==> src/sv/metp_pkg.sv <==
// Shared types and constants of the Mandelbrot escape-time pixel unit.
// Holds field widths, colour multipliers, register indexes, reset values and item structs.
// No dependencies.
`timescale 1ns / 1ps
`default_nettype none

package metp_pkg;

   // field widths
   localparam int COORD_W     = 10;
   localparam int ITER_W      = 12;
   localparam int CFG_W       = 32;
   localparam int T_W         = 8;
   localparam int QUEUE_DEPTH = 2;

   // colour and escape constants
   localparam int unsigned COLOUR_MAX       = 255;
   localparam int unsigned K_RED            = 5851;
   localparam int unsigned K_GREEN          = 6353;
   localparam int unsigned K_BLUE           = 7673;
   localparam int unsigned ESCAPE_RADIUS_SQ = 4;

   // view register indexes
   typedef enum logic [2:0] {
      REG_ORIGIN_X,
      REG_ORIGIN_Y,
      REG_STEP_X,
      REG_STEP_Y,
      REG_MAX_ITER
   } csr_index_type;

   // view and limit registers
   typedef struct packed {
      logic [CFG_W-1:0]  origin_x;
      logic [CFG_W-1:0]  origin_y;
      logic [CFG_W-1:0]  step_x;
      logic [CFG_W-1:0]  step_y;
      logic [ITER_W-1:0] max_iter;
   } cfg_type;

   localparam cfg_type CFG_RESET = '{
      origin_x: 32'hD800_0000,
      origin_y: 32'hF000_0000,
      step_x:   32'd978670,
      step_y:   32'd994205,
      max_iter: 12'd128
   };

   // item queued between the front end and the iteration engine
   typedef struct packed {
      logic [COORD_W-1:0] column;
      logic [COORD_W-1:0] row;
      logic [CFG_W-1:0]   cx;
      logic [CFG_W-1:0]   cy;
   } point_type;

   // finished item handed from the iteration engine to the shading unit
   typedef struct packed {
      logic [COORD_W-1:0] column;
      logic [COORD_W-1:0] row;
      logic [ITER_W-1:0]  iterations;
   } pixel_done_type;

endpackage

`default_nettype wire

==> src/sv/metp_queue.sv <==
// Short item queue between the front end and the iteration engine.
// Depends on metp_pkg for the item type and depth.
`timescale 1ns / 1ps
`default_nettype none

module metp_queue (
   input  wire                        clock,
   input  wire                        reset,
   input  wire                        push,
   input  wire  metp_pkg::point_type  push_item,
   output logic                       full,
   input  wire                        pop,
   output metp_pkg::point_type        head,
   output logic                       empty
);

   localparam int DEPTH = metp_pkg::QUEUE_DEPTH;
   localparam int PW    = $clog2(DEPTH);
   localparam int NW    = $clog2(DEPTH + 1);

   metp_pkg::point_type entry_ff [DEPTH];
   logic [PW-1:0] wr_ptr_ff, wr_ptr_in;
   logic [PW-1:0] rd_ptr_ff, rd_ptr_in;
   logic [NW-1:0] fill_ff, fill_in;
   logic          do_push, do_pop;

   assign full    = (fill_ff == NW'(DEPTH));
   assign empty   = (fill_ff == '0);
   assign head    = entry_ff[rd_ptr_ff];
   assign do_push = push & ~full;
   assign do_pop  = pop & ~empty;

   // advance pointers and fill count
   always_comb begin
      wr_ptr_in = wr_ptr_ff;
      rd_ptr_in = rd_ptr_ff;
      fill_in   = fill_ff;
      if (do_push) begin
         wr_ptr_in = (wr_ptr_ff == PW'(DEPTH - 1)) ? '0 : wr_ptr_ff + 1'b1;
      end
      if (do_pop) begin
         rd_ptr_in = (rd_ptr_ff == PW'(DEPTH - 1)) ? '0 : rd_ptr_ff + 1'b1;
      end
      if (do_push && !do_pop) begin
         fill_in = fill_ff + 1'b1;
      end else if (do_pop && !do_push) begin
         fill_in = fill_ff - 1'b1;
      end
   end

   always_ff @(posedge clock) begin
      if (reset) begin
         wr_ptr_ff <= '0;
         rd_ptr_ff <= '0;
         fill_ff   <= '0;
      end else begin
         wr_ptr_ff <= wr_ptr_in;
         rd_ptr_ff <= rd_ptr_in;
         fill_ff   <= fill_in;
      end
      if (do_push) begin
         entry_ff[wr_ptr_ff] <= push_item;
      end
   end

endmodule

`default_nettype wire

==> config.mk <==
export PLATFORM = sky130hd
export DESIGN_NAME = metp_queue
export DESIGN_NICKNAME = d
export VERILOG_FILES = /design/src/sv/metp_pkg.sv /design/src/sv/metp_queue.sv
export SDC_FILE = /design/constraint.sdc
export NUM_CORES = 1
export LEC_CHECK = 0
export BUFFER_PORTS_ARGS = -buffer_cell sky130_fd_sc_hd__buf_2
export CAP_MARGIN = 20
export CORE_MARGIN = 10
export CORE_UTILIZATION = 40
export CTS_CLUSTER_SIZE = 24
export DETAILED_ROUTE_END_ITERATION = 7
export PLACE_DENSITY = 0.64
export SYNTH_ARGS = -nofsm -noshare
export SYNTH_HDL_FRONTEND = slang
export SYNTH_SLANG_ARGS = --single-unit
==> constraint.sdc <==
create_clock -name clock -period 6 [get_ports clock]
set_input_delay 0.3 -clock clock [delete_from_list [all_inputs] [get_ports clock]]
set_output_delay 0.3 -clock clock [all_outputs]
set_load 0.01 [all_outputs]
-- Word-level counts from Yosys, hierarchy flattened
Memory sizes are Yosys's and may differ from the RTL's. A register that Yosys moved wholly into a read port is not among the register bits.
Cells that the tools add are included.
- flip-flop bits (word level): 4
- RAM bits: 168
- input bits: 88
- output and inout port bits: 86
- word-level logic and storage cells: 27
- memories kept: 1
- memory list (memory ; depth ; width ; read ports ; clocked after Yosys merged registers in ; write ports ; RTL line ; text):
    entry_ff ; 2 ; 84 ; 1 ; 1 ; 1 ; metp_queue.sv:21 ; metp_pkg::point_type entry_ff [DEPTH];
- $add $sub $neg: 4
- eq/ne operators: 1
- muxes and demuxes: 8
- bitwise operators: 4
- reduce and logical (&&, ||, !) cells: 6
- operators by type and width (kind ; count):
    two-way mux 1 bit ; 6
    two-way mux 2 bit ; 2
    adder 1 bit (second input constant) ; 2
    adder 2 x 1 -> 2 bit (second input constant) ; 1
    AND 1 bit ; 2
    == test 2 bit (second input constant) ; 1
    logical AND 1 bit ; 2
    logical NOT 1 bit ; 2
    logical NOT 2 bit ; 1
    NOT 1 bit ; 2
    nonzero test 2 bit ; 1
    subtractor 2 x 1 -> 2 bit (second input constant) ; 1

-- Depth between registers and ports, before layout
- word-level depth: 7
- mapped depth: 6
- gate-level depth less buffers: 6

-- Worst setup path after synthesis
OpenSTA, ideal clock, no wires.
- path kind: register to register
- from: register fill_ff[1]
- to: memory entry_ff[1][0] (netlist name) (enable)
- library setup time: 452 ps
- arrival: 2595 ps
- required time: 5548 ps
- setup slack: 2953 ps
- stages on the path, launching flop included: 4
- path buffers: 0
- clock period less this slack: 3047 ps
- cell sequence: dfxtp_1 nor2b_2 nor2_1 and2_1
- cells in the longest elaborated chain, start to end: 5
- RTL lines (what ; RTL line ; text):
    start: declaration ; metp_queue.sv:24 ; logic [NW-1:0] fill_ff, fill_in;
    start signal: assignment ; metp_queue.sv:59 ; fill_ff <= fill_in;
    == test 2 bit ; metp_queue.sv:27 ; assign full = (fill_ff == NW'(DEPTH));
    named net full ; metp_queue.sv:11 ; output logic full,
    NOT 1 bit ; metp_queue.sv:30 ; assign do_push = push & ~full;
    AND 1 bit ; metp_queue.sv:30 ;
    named net do_push ; metp_queue.sv:25 ; logic do_push, do_pop;
    two-way mux 1 bit ; metp_queue.sv:61 ; if (do_push) begin
    two-way mux 1 bit (implied by the code) ; metp_queue.sv:62 ; entry_ff[wr_ptr_ff] <= push_item;
    end: declaration ; metp_queue.sv:21 ;
The timed path passes the listed nets, and every way through them passes these cells.

==> out/qor.txt <==
status -> finished, final reports clean
Critical Path RT -> 5700 ps
setup violators final -> 0
# hold bufs at CTS -> 0
Netlist cell types -> 15
Yosys reg bits -> 173
worst-margin pin slew -> 730 ps
Vert. Die Dim -> 145 um
Synth Instances -> 286
Max Fanout on Critical Path -> 46
Compound-Gate Fraction of Synth Area -> 0.398%
Max Cap Viol -> 0
# diodes -> 0
largest net degree at the start of global routing -> 47
Cell Pwr Density -> 437 nW/um^2
Post-Synth XOR/XNOR Area -> 0.417%
clk buf depth -> 2
Worst-Skew Late Latency -> 410 ps
crit path kind -> reg -> out
DRC violations left -> 0
num rows -> 45
gpl congestion -> 0.706
most frequent cells in the layout -> 173 x buf_2, 168 x edfxtp_1, 84 x mux2_2
Post-Syn Nets -> 375
Startpoint Class -> register
Clock Pin Slew Worst Setup and Hold Paths -> 60 ps
number of buffers created by CTS -> 17
CORE AREA -> 15300 sq um
Resized Gates After CTS -> 0
Total Power -> 3480 uW
DR vias/cell -> 4.59
via count -> 3193
fmax -> 0.382 GHz
leading cell type in the layout, fill and taps excluded -> buf_2
H-tree Lvls -> 4
R2R cell count -> 4
final wirelength -> 12600 um
total gr overflow -> 0
Avg Inst Size Synth -> 22.0 sq um
slew margin rel. -> 51.4%
max-slew violation count -> 0
Layout area overhead -> 26.7%
simple-gate portion of the synthesized area -> 0.736%
Lkg Pwr -> 0.00297 uW
number of I/O pins -> 174
Yosys Warn Count -> 0
share of layout cells above drive strength 1 -> 60.0%
placed wire-length estimate -> 8690 um
Worst Path Arrival -> 2320 ps
clock sinks -> 173
Setup Skew -> 6.78 ps
die area -> 21200 sq um
Detail Route Antenna Nets -> 0
internal reg-to-reg setup slack -> 3550 ps
Max VDD drop -> 255 uV
Util after Layout -> 52.1%
nature of the critical path endpoint -> output port
Seq/Total Area, Yosys -> 81.7%
first-pass GRT wire length -> 19900 um
crit path time final -> 2620 ps
fill count -> 1297
CTS tree -> done
RSZ-0062 raised after global routing -> false
final worst path period share -> 43.7%
initial drt markers -> 150
Hold Path Class -> in -> reg
mux share of post-synthesis cell area -> 15.0%
Setup TNS -> 0 ps
First-pass DRT Iterations -> 4
Nets -> 561
Hold Violations, Final -> 0
worst setup margin -> 3380 ps
hold path depth -> 1
setup repair bufs after CTS -> 0
WHS -> 71.9 ps
synthesized area -> 6290 sq um
largest family of logic cells by synthesized area -> multiplexers
CTS root buf -> clkbuf_16
Initial Util -> 41.1%
I/O Buffers -> 173
vias in the first global route -> 3665
Setup WS pre-CTS -> 3520 ps
initial antenna violation count -> 0
average wire per standard cell -> 18.1 um
Synth Area in Adders -> 0.199%
Total Routing Usage GR -> 12.0%
Die W -> 145 um
## path summary, 6_finish.rpt
path                            from                         to
max                         register                   head[61]
min                     push_item[2]   entry_ff[1][2]$_DFFE_PP_
max reg2reg  fill_ff[0]$_SDFFE_PP0P_  entry_ff[0][77]$_DFFE_PP_
min reg2reg   wr_ptr_ff$_SDFFE_PP0P_     wr_ptr_ff$_SDFFE_PP0P_
## final cells by class
type / instances / area [sq um] / area share (%)
clock buffer: 19 / 433 / 5.43
clock inverter: 13 / 173 / 2.17
inverter: 2 / 8.76 / 0.110
multi-input combinational: 102 / 1060 / 13.3
sequential: 173 / 5150 / 64.6
tap: 211 / 264 / 3.31
timing repair buffer: 176 / 888 / 11.1
## worst max-delay path: stages, from the launching register on
cell	delay [ps]
dfxtp_4	690
buf_4	610
mux2_2	420
buf_2	150
## synth_stat cells (all sizes together)
library cell	instances	area [sq um]
xor2	3	26.3
edfxtp	168	5040
buf	9	85.1
nor2b	1	8.76
a21oi	2	10.0
or3	2	12.5
nor2	5	18.8
ha	1	12.5
dfxtp	5	100
mux2	84	946
and2	1	6.26
inv	2	7.51
o21ai	3	15.0
## layer usage
| layer | GRT usage, % | up-vias | share of wire (%) | wire, um |
|---|---|---|---|---|
| li1 | - | 1508 | - | - |
| met2 | 19.3 | 107 | 48 | 6090 |
| met4 | 4.65 | 0 | 1.2 | 147 |
| met1 | 14.2 | 1566 | 44 | 5570 |
| met3 | 4.56 | 12 | 6.4 | 804 |
| met5 | 0 | - | 0 | 0 |
## stage by stage
step	cells	area, sq um
floorplan	286	6290
global placement	664	7370
detailed placement	664	7370
CTS	696	7970
global route	696	7970
finish	696	7970
## flip-flops by register name, indices dropped and copies added (netlist names), named ones only
name       count
wr_ptr_ff      1
entry_ff     168
rd_ptr_ff      1
fill_ff        2
## power breakdown
part           switching (uW)  leakage (uW)  internal (uW)
clock network             421      0.000297            692
logic                     414       0.00106            360
registers                72.2       0.00161           1520
total                     907       0.00297           2570
## kinds of logic after synthesis
logic type                 Yosys count
buffers and inverters               11
xor gates and xnor gates             3
muxes                               84
AOI/OAI and AO/OA                    5
adders and majority gates            1
and+or+nand+nor                      9
DFF                                173
No activity file was read; power rests on OpenSTA's default activity.
