<file path="src/sv/metp_pkg.sv">
// Shared types and constants of the Mandelbrot escape-time pixel unit.
// Holds field widths, colour multipliers, register indexes, reset values and item structs.
// No dependencies.
`timescale 1ns / 1ps
`default_nettype none

package metp_pkg;

   // field widths
   localparam int COORD_W     = 10;
   localparam int ITER_W      = 12;
   localparam int CFG_W       = 32;
   localparam int T_W         = 8;
   localparam int QUEUE_DEPTH = 2;

   // colour and escape constants
   localparam int unsigned COLOUR_MAX       = 255;
   localparam int unsigned K_RED            = 5851;
   localparam int unsigned K_GREEN          = 6353;
   localparam int unsigned K_BLUE           = 7673;
   localparam int unsigned ESCAPE_RADIUS_SQ = 4;

   // view register indexes
   typedef enum logic [2:0] {
      REG_ORIGIN_X,
      REG_ORIGIN_Y,
      REG_STEP_X,
      REG_STEP_Y,
      REG_MAX_ITER
   } csr_index_type;

   // view and limit registers
   typedef struct packed {
      logic [CFG_W-1:0]  origin_x;
      logic [CFG_W-1:0]  origin_y;
      logic [CFG_W-1:0]  step_x;
      logic [CFG_W-1:0]  step_y;
      logic [ITER_W-1:0] max_iter;
   } cfg_type;

   localparam cfg_type CFG_RESET = '{
      origin_x: 32'hD800_0000,
      origin_y: 32'hF000_0000,
      step_x:   32'd978670,
      step_y:   32'd994205,
      max_iter: 12'd128
   };

   // item queued between the front end and the iteration engine
   typedef struct packed {
      logic [COORD_W-1:0] column;
      logic [COORD_W-1:0] row;
      logic [CFG_W-1:0]   cx;
      logic [CFG_W-1:0]   cy;
   } point_type;

   // finished item handed from the iteration engine to the shading unit
   typedef struct packed {
      logic [COORD_W-1:0] column;
      logic [COORD_W-1:0] row;
      logic [ITER_W-1:0]  iterations;
   } pixel_done_type;

endpackage

`default_nettype wire

</file>
<file path="src/sv/metp_front.sv">
// Front end: takes pixel items, clamps the indices and forms the point c.
// Depends on metp_pkg; feeds metp_queue.
`timescale 1ns / 1ps
`default_nettype none

module metp_front #(
   parameter int MAX_COLUMNS = 1024,
   parameter int MAX_ROWS    = 1024
) (
   input  wire                            clock,
   input  wire                            reset,
   input  wire                            start,
   output logic                           busy,
   input  wire  [metp_pkg::COORD_W-1:0]   req_column,
   input  wire  [metp_pkg::COORD_W-1:0]   req_row,
   input  wire  metp_pkg::cfg_type        cfg,
   output logic                           q_push,
   output metp_pkg::point_type            q_item,
   input  wire                            q_full
);

   localparam int CW = metp_pkg::COORD_W;
   localparam int KW = metp_pkg::CFG_W;
   localparam logic [CW-1:0] COL_LAST =
      (MAX_COLUMNS > (1 << CW)) ? {CW{1'b1}} : CW'(MAX_COLUMNS - 1);
   localparam logic [CW-1:0] ROW_LAST =
      (MAX_ROWS > (1 << CW)) ? {CW{1'b1}} : CW'(MAX_ROWS - 1);

   logic          valid_ff, valid_in;
   logic [CW-1:0] col_ff, col_in;
   logic [CW-1:0] row_ff, row_in;
   logic [CW-1:0] cidx_ff, cidx_in;
   logic [CW-1:0] ridx_ff, ridx_in;
   logic          accept;
   logic [CW+KW-1:0] prod_x, prod_y;

   // hold the item until the queue has room
   assign busy   = valid_ff & q_full;
   assign q_push = valid_ff & ~q_full;
   assign accept = start & ~busy;

   // capture and clamp the indices
   always_comb begin
      valid_in = accept | (valid_ff & ~q_push);
      col_in   = col_ff;
      row_in   = row_ff;
      cidx_in  = cidx_ff;
      ridx_in  = ridx_ff;
      if (accept) begin
         col_in  = req_column;
         row_in  = req_row;
         cidx_in = (int'(req_column) < MAX_COLUMNS) ? req_column : COL_LAST;
         ridx_in = (int'(req_row) < MAX_ROWS) ? req_row : ROW_LAST;
      end
   end

   // form c modulo the register width
   always_comb begin
      prod_x        = (CW+KW)'(cidx_ff) * (CW+KW)'(cfg.step_x);
      prod_y        = (CW+KW)'(ridx_ff) * (CW+KW)'(cfg.step_y);
      q_item.column = col_ff;
      q_item.row    = row_ff;
      q_item.cx     = cfg.origin_x + prod_x[KW-1:0];
      q_item.cy     = cfg.origin_y + prod_y[KW-1:0];
   end

   always_ff @(posedge clock) begin
      if (reset) begin
         valid_ff <= 1'b0;
      end else begin
         valid_ff <= valid_in;
      end
      col_ff  <= col_in;
      row_ff  <= row_in;
      cidx_ff <= cidx_in;
      ridx_ff <= ridx_in;
   end

endmodule

`default_nettype wire

</file>
<file path="config.mk">
export PLATFORM = sky130hd
export DESIGN_NAME = metp_front
export DESIGN_NICKNAME = d
export VERILOG_FILES = /design/src/sv/metp_pkg.sv /design/src/sv/metp_front.sv
export SDC_FILE = /design/constraint.sdc
export NUM_CORES = 1
export LEC_CHECK = 0
export ABC_AREA = 1
export BUFFER_PORTS_ARGS = -buffer_cell sky130_fd_sc_hd__buf_2
export CAP_MARGIN = 10
export CORE_MARGIN = 4
export CORE_UTILIZATION = 40
export DETAILED_ROUTE_END_ITERATION = 16
export HOLD_SLACK_MARGIN = 0.05
export SLEW_MARGIN = 25
export SYNTH_ARGS = -nofsm -noshare
export SYNTH_HDL_FRONTEND = slang
export SYNTH_SLANG_ARGS = --single-unit
export TNS_END_PERCENT = 30
</file>
<file path="constraint.sdc">
create_clock -name clock -period 4.85 [get_ports clock]
set_input_delay 0.2425 -clock clock [delete_from_list [all_inputs] [get_ports clock]]
set_output_delay 0.2425 -clock clock [all_outputs]
set_load 0.05 [all_outputs]
</file>
== After elaboration in Yosys (flattened, before gate mapping) ==
Index checks and enable logic that the tools add are counted.
W data, S select, Z words.

* Register bits: 21
* Input bits: 164
* Output and inout port bits: 86

* Add/sub/neg operators: 2
* Multipliers: 2
* Bitwise gates (word level): 8

{| class="wikitable"
|+ Operators with widths
! kind !! number
|-
| $add A32 B32 Y32 || 2
|-
| $mul A10 B32 Y32 || 2
|-
| $and A1 B1 Y1 || 4
|-
| $not A1 Y1 || 3
|-
| $or A1 B1 Y1 || 1
|}

== Depth between registers and ports, before layout ==
Gate-level depths: netlist of run 1.

* Depth after elaboration: 5
* Depth in mapped cells: 27
* Depth with buffers taken out: 25

== Worst setup path before layout of run 1 ==
Ideal clock, no wire load.

* Path kind: flip-flop to output port
* From: register ridx_ff[2]
* To: output q_item[18] in the netlist's numbering
* Arrival: 5.699 ns
* Required time: 4.608 ns
* Path slack: -1.092 ns
* Cell stages (with the launch flop): 21
* Buffers on the path: 2
* Cell sequence: edfxtp_1 > clkbuf_1 > clkbuf_1 > nand2_1 > fa_1 > inv_1 > fa_1 > fa_1 > fa_1 > inv_1 > fa_1 > inv_1 > ha_1 > nand2_1 > nor2_1 > nand4_1 > inv_1 > nand2_1 > nand3_2 > a21oi_1 > xnor2_1

{| class="wikitable"
|+ RTL lines
! item !! RTL line !! text
|-
| from (decl) || metp_front.sv:33 || <nowiki>logic [CW-1:0] ridx_ff, ridx_in;</nowiki>
|-
| from (signal assigned) || metp_front.sv:76 || <nowiki>ridx_ff <= ridx_in;</nowiki>
|-
| to (decl) || metp_front.sv:18 || <nowiki>output metp_pkg::point_type q_item,</nowiki>
|}

==> out/metrics.csv, run 1 <==
stage,metric,value,unit
outcome,result_of_the_run,"finished, violations left",
outcome,failing_checks,setup timing,
critical_path,cell_type_group_with_the_largest_total_delay_on_the_critical_path,adder cells,
logic_synthesis,synth-warning-count,0,
layout,layout-drive-gt1-share,30.7,%
timing,slew_headroom,57.6,%
critical_path,worstPathCellList,buf_6 -> buf_12 -> nand2_4 -> fa_1 -> inv_2 -> fa_1 -> fa_2 -> fa_1 -> inv_1 -> fa_1 -> inv_2 -> ha_4 -> nand2_1 -> nand2_2 -> o21bai_2 -> nand2_1 -> nand3_2 -> nand2_2 -> nand3_4 -> inv_1 -> nand2_1 -> nand2_2 -> buf_12,
clocking,cts.root.buffer_cell,clkbuf_16,
timing,setup_ws,-0.631,ns
timing,worstMarginPinSlew,0.634,ns
timing,period_needed,5.48,ns
layout,finish.net_count,3930,
clocking,insertion_delay,0.27,ns
timing,period_share,113,%
clocking,cts.clk_slew.worst_paths,0.07,ns
grt,wire_length_of_the_first_global_routing_pass,102000,um
floorplanning,start_util,40.5,%
logic_synthesis,area_of_the_mapped_netlist,0.0199,mm2
route,number_of_antenna_violating_nets_in_the_routed_design,0,
worst_hold_path,min-delay-path-class,input pin to flip-flop,
route,number_of_iterations_in_the_first_detailed_routing_pass,5,
placement,buffer_ports.inserted,237,
timing,max_slew_violation_count,0,
route,drt-total-wl,61100,um
route,viasPerCell,4.73,
critical_path,critical_path.max_stage_delay,0.57,ns
clocking,cts_htree_levels,1,
placement,place.detailed.hpwl,52000,um
floorplanning,num_io_pins,250,
critical_path,cp_data_arrival_time,5.24,ns
logic_synthesis,async_reset_ff_share,0,%
timing,rsz0062_at_grt,yes,
timing,fin_worst_skew,0.00431,ns
logic_synthesis,avgSynthCellArea,7.35,um2
route,first_iter_violations,889,
grt,groute.usage.overall,23.5,%
worst_hold_path,worst_min_delay_path_startpoint,reset,
layout,syn_to_final_growth,38.4,%
floorplanning,coreArea,0.0491,mm2
timing,clock.fmax,182,MHz
critical_path,critPathMaxFanout,6,
grt,globalRoute.totalOverflow,0,
critical_path,critical-path-top-cell-by-count,fa_1,
logic_synthesis,postSynth.topFlopCell,edfxtp_1,
grt,antenna_violations_before_repair,6,
route,route.detailed.drc,0,
critical_path,crit_buf_inv,7,
logic_synthesis,synthCells,2703,
critical_path,critPathCaptureType,primary output,
clocking,cts_buffer_depth,2,
critical_path,cp_slowest_cell,fa_1,
logic_synthesis,ys_seq_elements,21,
grt,grt_start_max_net_pins,35,
critical_path,worst_setup_path_startpoint,ridx_ff[2],
run,max-cap-violations,0,
critical_path,beginning_of_the_worst_register_to_register_path,valid_ff,
floorplanning,die_width,231,um
critical_path,cp-start-kind,flip-flop,
placement,dpl.cell_count,3825,
logic_synthesis,synth_cell_types,41,
route,routed-via-count,18308,
critical_path,worstPathRequired,4.61,ns
timing,setup_violations,51,
floorplanning,die_h,231,um
placement,gp_congestion,0.905,
layout,final.fill_count,4549,
grt,grt_pass1_vias,20407,
floorplanning,rows,81,
route,avgRoutedWirePerCell,15.8,um
floorplanning,die-area,0.0533,mm2
clocking,clock_tree_from_tritoncts,yes,
logic_synthesis,post_synth_edffs,20,
clocking,tritoncts_num_sinks,21,
timing,hold_viol,0,
logic_synthesis,synth_sequential_area_ratio,3.12,%
clocking,tritoncts.num_buffers,3,
logic_synthesis,syn-num-nets,3423,
critical_path,worstSetupPathType,flip-flop to primary output,
layout,final_cells,3874,
==> cells by family after synthesis <==
logic type      synth area share (%)
simple gates                    20.6
xor+xnor                        2.03
buf+inv                         17.8
compound gates                  4.14
flops                           3.12
fa+ha+maj                       52.2
==> routing by layer <==
| metal | share of wire, % | global-route usage [%] |
|---|---|---|
| met5 | 0.10 | 0 |
| met2 | 50 | 42.1 |
| met3 | 5.0 | 2.54 |
| met1 | 42 | 30.9 |
| met4 | 2.4 | 5.19 |
==> flip-flops by register name (all words and copies together) (netlist names) <==
name / cells
cidx_ff: 10
ridx_ff: 10
valid_ff: 1
==> path summary, 6_finish.rpt <==
check | slack, ns | cells past startpoint | endpoint
min | 0.12 | 2 | valid_ff
max reg2reg | 3.51 | 3 | ridx_ff[4]
min reg2reg | 0.49 | 2 | valid_ff
max | -0.63 | 23 | q_item[31]
==> synthesized netlist by cell type (8+ instances only) <==
| master | instances | area, um2 |
|---|---|---|
| nor3_1 | 10 | 50.1 |
| buf_1 | 19 | 71.3 |
| fa_1 | 456 | 9130 |
| edfxtp_1 | 20 | 601 |
| o21ai_0 | 23 | 115 |
| inv_1 | 819 | 3070 |
| a21oi_1 | 58 | 290 |
| o21bai_1 | 15 | 113 |
| nand3_2 | 8 | 80.1 |
| nand4_1 | 19 | 119 |
| nand3_1 | 73 | 365 |
| nor2_1 | 68 | 255 |
| nand2_1 | 799 | 3000 |
| o21ai_1 | 9 | 45.0 |
| ha_1 | 100 | 1250 |
| clkbuf_1 | 73 | 274 |
| a21o_1 | 10 | 75.1 |
| xnor2_1 | 12 | 105 |
| nand2_2 | 9 | 56.3 |
| xor2_1 | 34 | 298 |
| buf_2 | 14 | 70.1 |
==> what timing repair did <==
action                                  CTS  global route
pin swaps                                64            94
setup buffers                            18            22
resized for setup                       278           103
gates cloned                              3             3
endpoints found under the setup margin   52            53
hold buffers                              0             0
==> stage by stage <==
step           worst slack, ns  util, %  hold slack (ns)  instance area (um2)  setup TNS [ns]
3_3_place_gp            -0.583     51.9            0.400                25400          -12.26
5_1_grt                 -0.776     56.0            0.139                27500          -32.67
4_1_cts                 -0.594     54.9            0.118                26900          -22.70
3_5_place_dp            -0.612     51.9            0.398                25500          -14.47
6_report                -0.631     56.0            0.123                27500          -22.76
2_1_floorplan           -0.428        -            0.312                21200          -16.86
==> area by class of cell <==
cell class | count | area, um2 | area share (%)
clock buffers | 3 | 75.1 | 0.273
inverters | 825 | 3100 | 11.3
multi-input cells | 1747 | 18000 | 65.3
well taps | 664 | 831 | 3.02
clock inverters | 1 | 5.00 | 0.0182
repair buffers | 612 | 4900 | 17.8
flip-flops and latches | 21 | 621 | 2.26
diodes | 1 | 2.50 | 0.00910
==> placed cells by master, fill, tap and decap left out, types with 6 or more instances in the layout <==
cell type,n
o21bai_1,8
ha_4,49
a21o_1,10
nand3_1,56
nor3_2,6
o21ai_0,11
xor2_4,20
nor2_1,27
a21oi_2,31
o21ai_2,11
nor2_4,22
nand3_2,20
a21oi_4,14
buf_6,49
clkbuf_16,6
nand2_4,15
fa_2,16
nand2_2,62
buf_12,34
a21oi_1,19
ha_1,49
fa_1,440
nor2_2,27
inv_1,796
nand4_1,19
xor2_2,9
buf_4,330
buf_2,184
inv_2,27
edfxtp_1,20
buf_8,11
o21ai_1,10
nand2_1,731
Power of run 1 is not shown: default switching activity piles up to over one toggle a cycle in this logic, so the estimate is an artifact.
==> run 2, diff against run 1 <==
--- a/constraint.sdc
+++ b/constraint.sdc
@@ -3,2 +3,2 @@
 set_output_delay 0.2425 -clock clock [all_outputs]
-set_load 0.05 [all_outputs]
+set_load 0.1 [all_outputs]
==> run 2 against run 1 <==
  * The run still ends with setup timing left
  * Critical path depth decreased by 1
  * Highest routed layer unchanged
  * Register-to-register slack improved by 0.03 ns
  * Count of clock-buffer cells in the layout unchanged
  * Design area increased by 0.84%
  * Global-route usage decreased by 0.38 points
  * Flip-flop and latch count unchanged
  * Die area unchanged
  * Wire length increased by 0.70%
  * Maximum frequency decreased by 0.72%
==> out/metrics.csv, run 2 (synthesized netlist as in run 1, its figures left out) <==
stage,metric,value,unit,change
floorplanning,start_util,40.5,%,unchanged
timing,hold_viol,0,,unchanged
grt,grt_pass1_vias,19537,,-4.3%
critical_path,critical_path.max_stage_delay,0.60,ns,+0.03 ns
grt,grt_start_max_net_pins,35,,unchanged
layout,layout.cells.most_common,inv_1,,
timing,max_slew_violation_count,0,,unchanged
route,avgRoutedWirePerCell,15.9,um,+1.0%
clocking,cts_htree_levels,1,,unchanged
layout,syn_to_final_growth,39.5,%,
floorplanning,die-area,0.0533,mm2,unchanged
timing,setup_violations,51,,unchanged
critical_path,reg2reg_depth,3,,unchanged
clocking,clock_tree_from_tritoncts,yes,,
clocking,tritoncts.num_buffers,3,,unchanged
layout,mostFrequentLayoutCells,"796 x inv_1, 739 x nand2_1, 437 x fa_1",,
critical_path,worst_setup_path_startpoint,cidx_ff[8],,
placement,post-place-ws,-0.606,ns,+0.00650 ns
worst_hold_path,min-delay-path-class,input pin to flip-flop,,
outcome,result_of_the_run,"finished, violations left",,
critical_path,critPathMaxFanout,7,,+1
route,number_of_iterations_in_the_first_detailed_routing_pass,5,,unchanged
critical_path,critPathCaptureType,primary output,,
clocking,tritoncts_num_sinks,21,,unchanged
critical_path,worstPathCellList,buf_12 -> buf_6 -> nand2_1 -> inv_1 -> fa_2 -> fa_2 -> fa_2 -> fa_1 -> inv_1 -> fa_1 -> inv_1 -> ha_4 -> nand2_4 -> nor2_2 -> nor3b_4 -> nand2_2 -> nand3_4 -> nand2_1 -> nand3_2 -> nand3_2 -> nand2_4 -> buf_12,,
critical_path,worstSetupPathType,flip-flop to primary output,,
grt,globalRoute.totalOverflow,0,,unchanged
layout,final.fill_count,4512,,-0.81%
floorplanning,rows,81,,unchanged
route,viasPerCell,4.72,,about the same
clocking,cts.clk_slew.worst_paths,0.06,ns,about the same
critical_path,cp-start-kind,flip-flop,,
placement,detailed_place.area,0.0263,mm2,+3.4%
timing,period_share,114,%,+0.82 points
timing,worstMarginPinSlew,0.610,ns,-0.0240 ns
placement,place.detailed.hpwl,53200,um,+2.3%
placement,gp_congestion,0.916,,+1.2%
worst_hold_path,whs_path_depth,2,,unchanged
route,first_iter_violations,1100,,+24%
critical_path,crit_path_depth,22,,-4.3%
run,max-cap-violations,0,,unchanged
timing,rsz0062_at_grt,yes,,
route,route.detailed.drc,0,,unchanged
critical_path,crit_buf_inv,6,,-1
clocking,cts_buffer_depth,2,,unchanged
critical_path,timing.reg2reg.setup_slack,3.54,ns,+0.03 ns
clocking,cts_hold_repair.buffers,0,,unchanged
layout,largestRegisters,"cidx_ff x10, ridx_ff x10, valid_ff x1",,
grt,groute.usage.overall,23.1,%,-0.38 points
grt,antenna_violations_before_repair,3,,-3
timing,clock.fmax,181,MHz,-0.72%
timing,holdWs,0.129,ns,+0.00612 ns
critical_path,timing.rr.end,cidx_ff[7],,
grt,wire_length_of_the_first_global_routing_pass,99600,um,-2.4%
route,drt-total-wl,61600,um,+0.70%
critical_path,beginning_of_the_worst_register_to_register_path,valid_ff,,
outcome,failing_checks,setup timing,,
critical_path,cell_type_group_with_the_largest_total_delay_on_the_critical_path,adder cells,,
placement,buffer_ports.inserted,237,,unchanged
timing,fin_worst_skew,0.00426,ns,-0.0000499 ns
floorplanning,num_io_pins,250,,unchanged
critical_path,worstPathRequired,4.61,ns,about the same
floorplanning,die_h,231,um,unchanged
layout,finish.net_count,3917,,-0.33%
floorplanning,coreArea,0.0491,mm2,unchanged
clocking,cts.root.buffer_cell,clkbuf_16,,
critical_path,worstSetupEndpoint,q_item[63],,
clocking,insertion_delay,0.26,ns,about the same
floorplanning,die_width,231,um,unchanged
layout,finished_cell_area,0.0277,mm2,+0.84%
critical_path,cp_data_arrival_time,5.28,ns,+0.04 ns
timing,slew_headroom,59.2,%,+1.6 points
timing,period_needed,5.52,ns,+0.0397 ns
layout,layout-drive-gt1-share,29.9,%,-0.78 points
timing,setup_ws,-0.670,ns,-0.0397 ns
route,routed-via-count,18235,,-0.40%
route,number_of_antenna_violating_nets_in_the_routed_design,0,,unchanged
critical_path,cp_slowest_cell,fa_2,,
run 2: routing by layer:
metal | up-vias | global-route usage, % | share of wire (%)
li1 | 8605 | - | -
met4 | 4 | 3.68 | 1.6
met2 | 573 | 39.1 | 48
met3 | 68 | 2.70 | 6.8
met5 | - | 0 | 0.036
met1 | 8985 | 32.8 | 44
run 2: worst min-delay path by stage:
stage	startpoint	to	slack, ns
after global placement	reset	valid_ff	0.40
final	reset	valid_ff	0.13
after CTS	reset	valid_ff	0.12
after detailed placement	reset	valid_ff	0.41
after floorplan	reset	valid_ff	0.31
after global routing	reset	valid_ff	0.13
run 2: area by class of cell:
cell class	instances	area (um2)	share of cell area [%]
clock inverter	1	5.00	0.0181
timing repair buffer	599	5160	18.6
antenna	1	2.50	0.00903
clock buffer	3	75.1	0.271
multi-input combinational	1747	17900	64.7
tap	664	831	3.00
sequential	21	621	2.24
inverter	825	3100	11.2
run 2: timing repair:
action                     in CTS  in global routing
setup endpoints to repair      52                 53
resized for setup             141                111
pin swaps                      56                 71
cloned                          1                  1
setup buffers                  22                 11
run 2: through the flow:
step	TNS (ns)	utilization [%]	cells
after detailed placement	-14.62	53.7	3822
after global placement	-12.85	53.7	3822
final	-25.72	56.5	3861
after global routing	-36.38	56.5	3861
after floorplan	-48.59	-	2703
after CTS	-25.81	55.5	3848
Power of run 2 is left out for the same reason.
==> run 3, diff against run 2 <==
- SLEW_MARGIN: 25 -> 10
- clock period: 4.85 -> 6.4 ns (I/O delays scaled with it)
==> run 3 against run 2 <==
  * The run now ends clean
  * Register-to-register slack improved by 1.8 ns
  * Final cell count fell by 8.2%
  * Wire length fell by 9.3%
  * Core utilization decreased by 11 points
  * Hold slack better by 0.092 ns
  * Flip-flop and latch count is the same
  * Global-route usage fell by 1.8 points
  * Clock skew is 0.0020 ns lower
  * Critical path depth decreased by 4
  * First-iteration DRC count down 11%
  * Count of clock-buffer cells in the layout increased by 1
  * Largest cell class unchanged
==> out/metrics.csv, run 3 (synthesized netlist as in run 1, its figures left out) <==
stage,metric,value,unit,change
outcome,result_of_the_run,"finished, final reports clean",,
layout,largestRegisters,"cidx_ff x10, ridx_ff x10, valid_ff x1",,
critical_path,cp-start-kind,flip-flop,,
floorplanning,num_io_pins,250,,unchanged
clocking,cts.root.buffer_cell,clkbuf_16,,
critical_path,critical-path-top-cell-by-count,fa_1,,
grt,grt_pass1_vias,18134,,-7.2%
route,first_iter_violations,978,,-11%
timing,period_needed,6.14,ns,
worst_hold_path,whs_path_depth,2,,unchanged
placement,buffer_ports.inserted,237,,unchanged
critical_path,beginning_of_the_worst_register_to_register_path,valid_ff,,
floorplanning,die_width,231,um,unchanged
critical_path,worstSetupEndpoint,q_item[31],,
layout,final_cells,3546,,-8.2%
timing,period_share,96.0,%,
critical_path,worstSetupPathType,flip-flop to primary output,,
floorplanning,die-area,0.0533,mm2,unchanged
floorplanning,coreArea,0.0491,mm2,unchanged
critical_path,worst_setup_path_startpoint,ridx_ff[1],,
layout,final.fill_count,5098,,+13%
grt,groute.usage.overall,21.4,%,-1.8 points
clocking,cts.clk_slew.worst_paths,0.06,ns,about the same
critical_path,critPathCaptureType,primary output,,
grt,antenna_violations_before_repair,19,,+16
timing,worstMarginPinSlew,0.923,ns,+0.312 ns
timing,setup_ws,0.258,ns,+0.928 ns
timing,slew_headroom,38.5,%,-21 points
layout,syn_to_final_growth,11.5,%,
timing,hold_viol,0,,unchanged
placement,gp_congestion,0.914,,-0.22%
floorplanning,start_util,40.5,%,unchanged
clocking,tritoncts.num_buffers,3,,unchanged
layout,mostFrequentLayoutCells,"819 x inv_1, 799 x nand2_1, 456 x fa_1",,
critical_path,timing.rr.end,cidx_ff[5],,
floorplanning,rows,81,,unchanged
timing,max_slew_violation_count,0,,unchanged
layout,finished_cell_area,0.0221,mm2,-20%
route,route.detailed.drc,0,,unchanged
clocking,clock_tree_from_tritoncts,yes,,
critical_path,cp_data_arrival_time,5.82,ns,+0.54 ns
timing,rsz0062_at_grt,no,,
timing,setup_violations,0,,-100%
layout,layout-drive-gt1-share,11.6,%,-18 points
floorplanning,die_h,231,um,unchanged
route,drt-total-wl,55800,um,-9.3%
worst_hold_path,worst_min_delay_path_startpoint,reset,,
route,number_of_iterations_in_the_first_detailed_routing_pass,5,,unchanged
timing,fin_worst_skew,0.00228,ns,-0.00197 ns
grt,wire_length_of_the_first_global_routing_pass,93000,um,-6.6%
placement,dpl.cell_count,3527,,-7.7%
critical_path,worstPathRequired,6.08,ns,+1.47 ns
grt,grt_start_max_net_pins,33,,-5.7%
critical_path,timing.reg2reg.setup_slack,5.29,ns,+1.75 ns
clocking,cts_buffer_depth,2,,unchanged
route,avgRoutedWirePerCell,15.7,um,-1.3%
placement,detailed_place.area,0.0219,mm2,-17%
critical_path,reg2reg_depth,4,,+1
run,max-cap-violations,0,,unchanged
layout,layout.cells.most_common,inv_1,,
timing,clock.fmax,163,MHz,
route,viasPerCell,4.76,,+0.87%
critical_path,critPathMaxFanout,32,,+25
route,routed-via-count,16893,,-7.4%
critical_path,cp_slowest_cell,fa_1,,
layout,finish.net_count,3595,,-8.2%
placement,post-place-ws,0.364,ns,+0.970 ns
clocking,cts_hold_repair.buffers,0,,unchanged
clocking,insertion_delay,0.25,ns,about the same
critical_path,worstPathCellList,buf_4 -> nand2_1 -> fa_1 -> inv_1 -> fa_1 -> fa_1 -> fa_1 -> fa_1 -> ha_1 -> a21oi_1 -> o21ai_0 -> nand2_1 -> nand2_1 -> nand3_1 -> nand3_1 -> nand3_1 -> nand2_1 -> buf_12,,
placement,place.detailed.hpwl,48300,um,-9.1%
route,number_of_antenna_violating_nets_in_the_routed_design,0,,unchanged
grt,globalRoute.totalOverflow,0,,unchanged
clocking,tritoncts_num_sinks,21,,unchanged
clocking,cts_htree_levels,1,,unchanged
critical_path,critical_path.max_stage_delay,0.58,ns,-0.02 ns
worst_hold_path,min-delay-path-class,input pin to flip-flop,,
run 3: cell types whose count changed in the layout (fill, tap and decap cells not counted), sizes merged:
cell	previous run	this run
clkbuf	3	7
buf	599	274
clkinv	1	0
diode	1	8
run 3: final cells by class:
type | count | area (um2) | share of cell area [%]
repair buffers | 277 | 1650 | 7.44
well taps | 664 | 831 | 3.75
flip-flops and latches | 21 | 621 | 2.80
clock buffers | 4 | 78.8 | 0.356
inverters | 825 | 3100 | 14.0
multi-input cells | 1747 | 15900 | 71.6
diodes | 8 | 20.0 | 0.0904
run 3: worst min path at each step:
stage	slack, ns	end
global route	0.22	valid_ff
finish	0.22	valid_ff
floorplan	0.39	valid_ff
CTS	0.22	valid_ff
global placement	0.47	valid_ff
detailed placement	0.48	valid_ff
run 3: through the flow:
stage	util [%]	hold slack, ns	setup TNS, ns
after floorplan	-	0.389	-9.59
after global placement	44.7	0.468	0
after detailed placement	44.7	0.480	0
after CTS	44.9	0.217	0
after global routing	45.1	0.223	0
final	45.1	0.221	0
run 3: critical path: cells and delay by family (launching register included):
kind                     cells  cell delay [ns]
AND/OR/NAND/NOR              7             1.02
flip-flops                   1             0.32
AO/OA/AOI/OAI                2             0.57
adder cells (fa/ha/maj)      6             3.03
buffers and inverters        3             0.59
run 3: timing repair:
item | in CTS | in global routing
setup buffers | 0 | 7
resized for setup | 0 | 3
endpoints found under the setup margin | 0 | 21
run 3: routing by layer:
layer	part of all wire, %	track usage, %
met2	47	35.2
met4	1.4	3.44
met5	0.20	0
met3	6.7	3.71
met1	45	30.2
Power of run 3 is left out for the same reason.
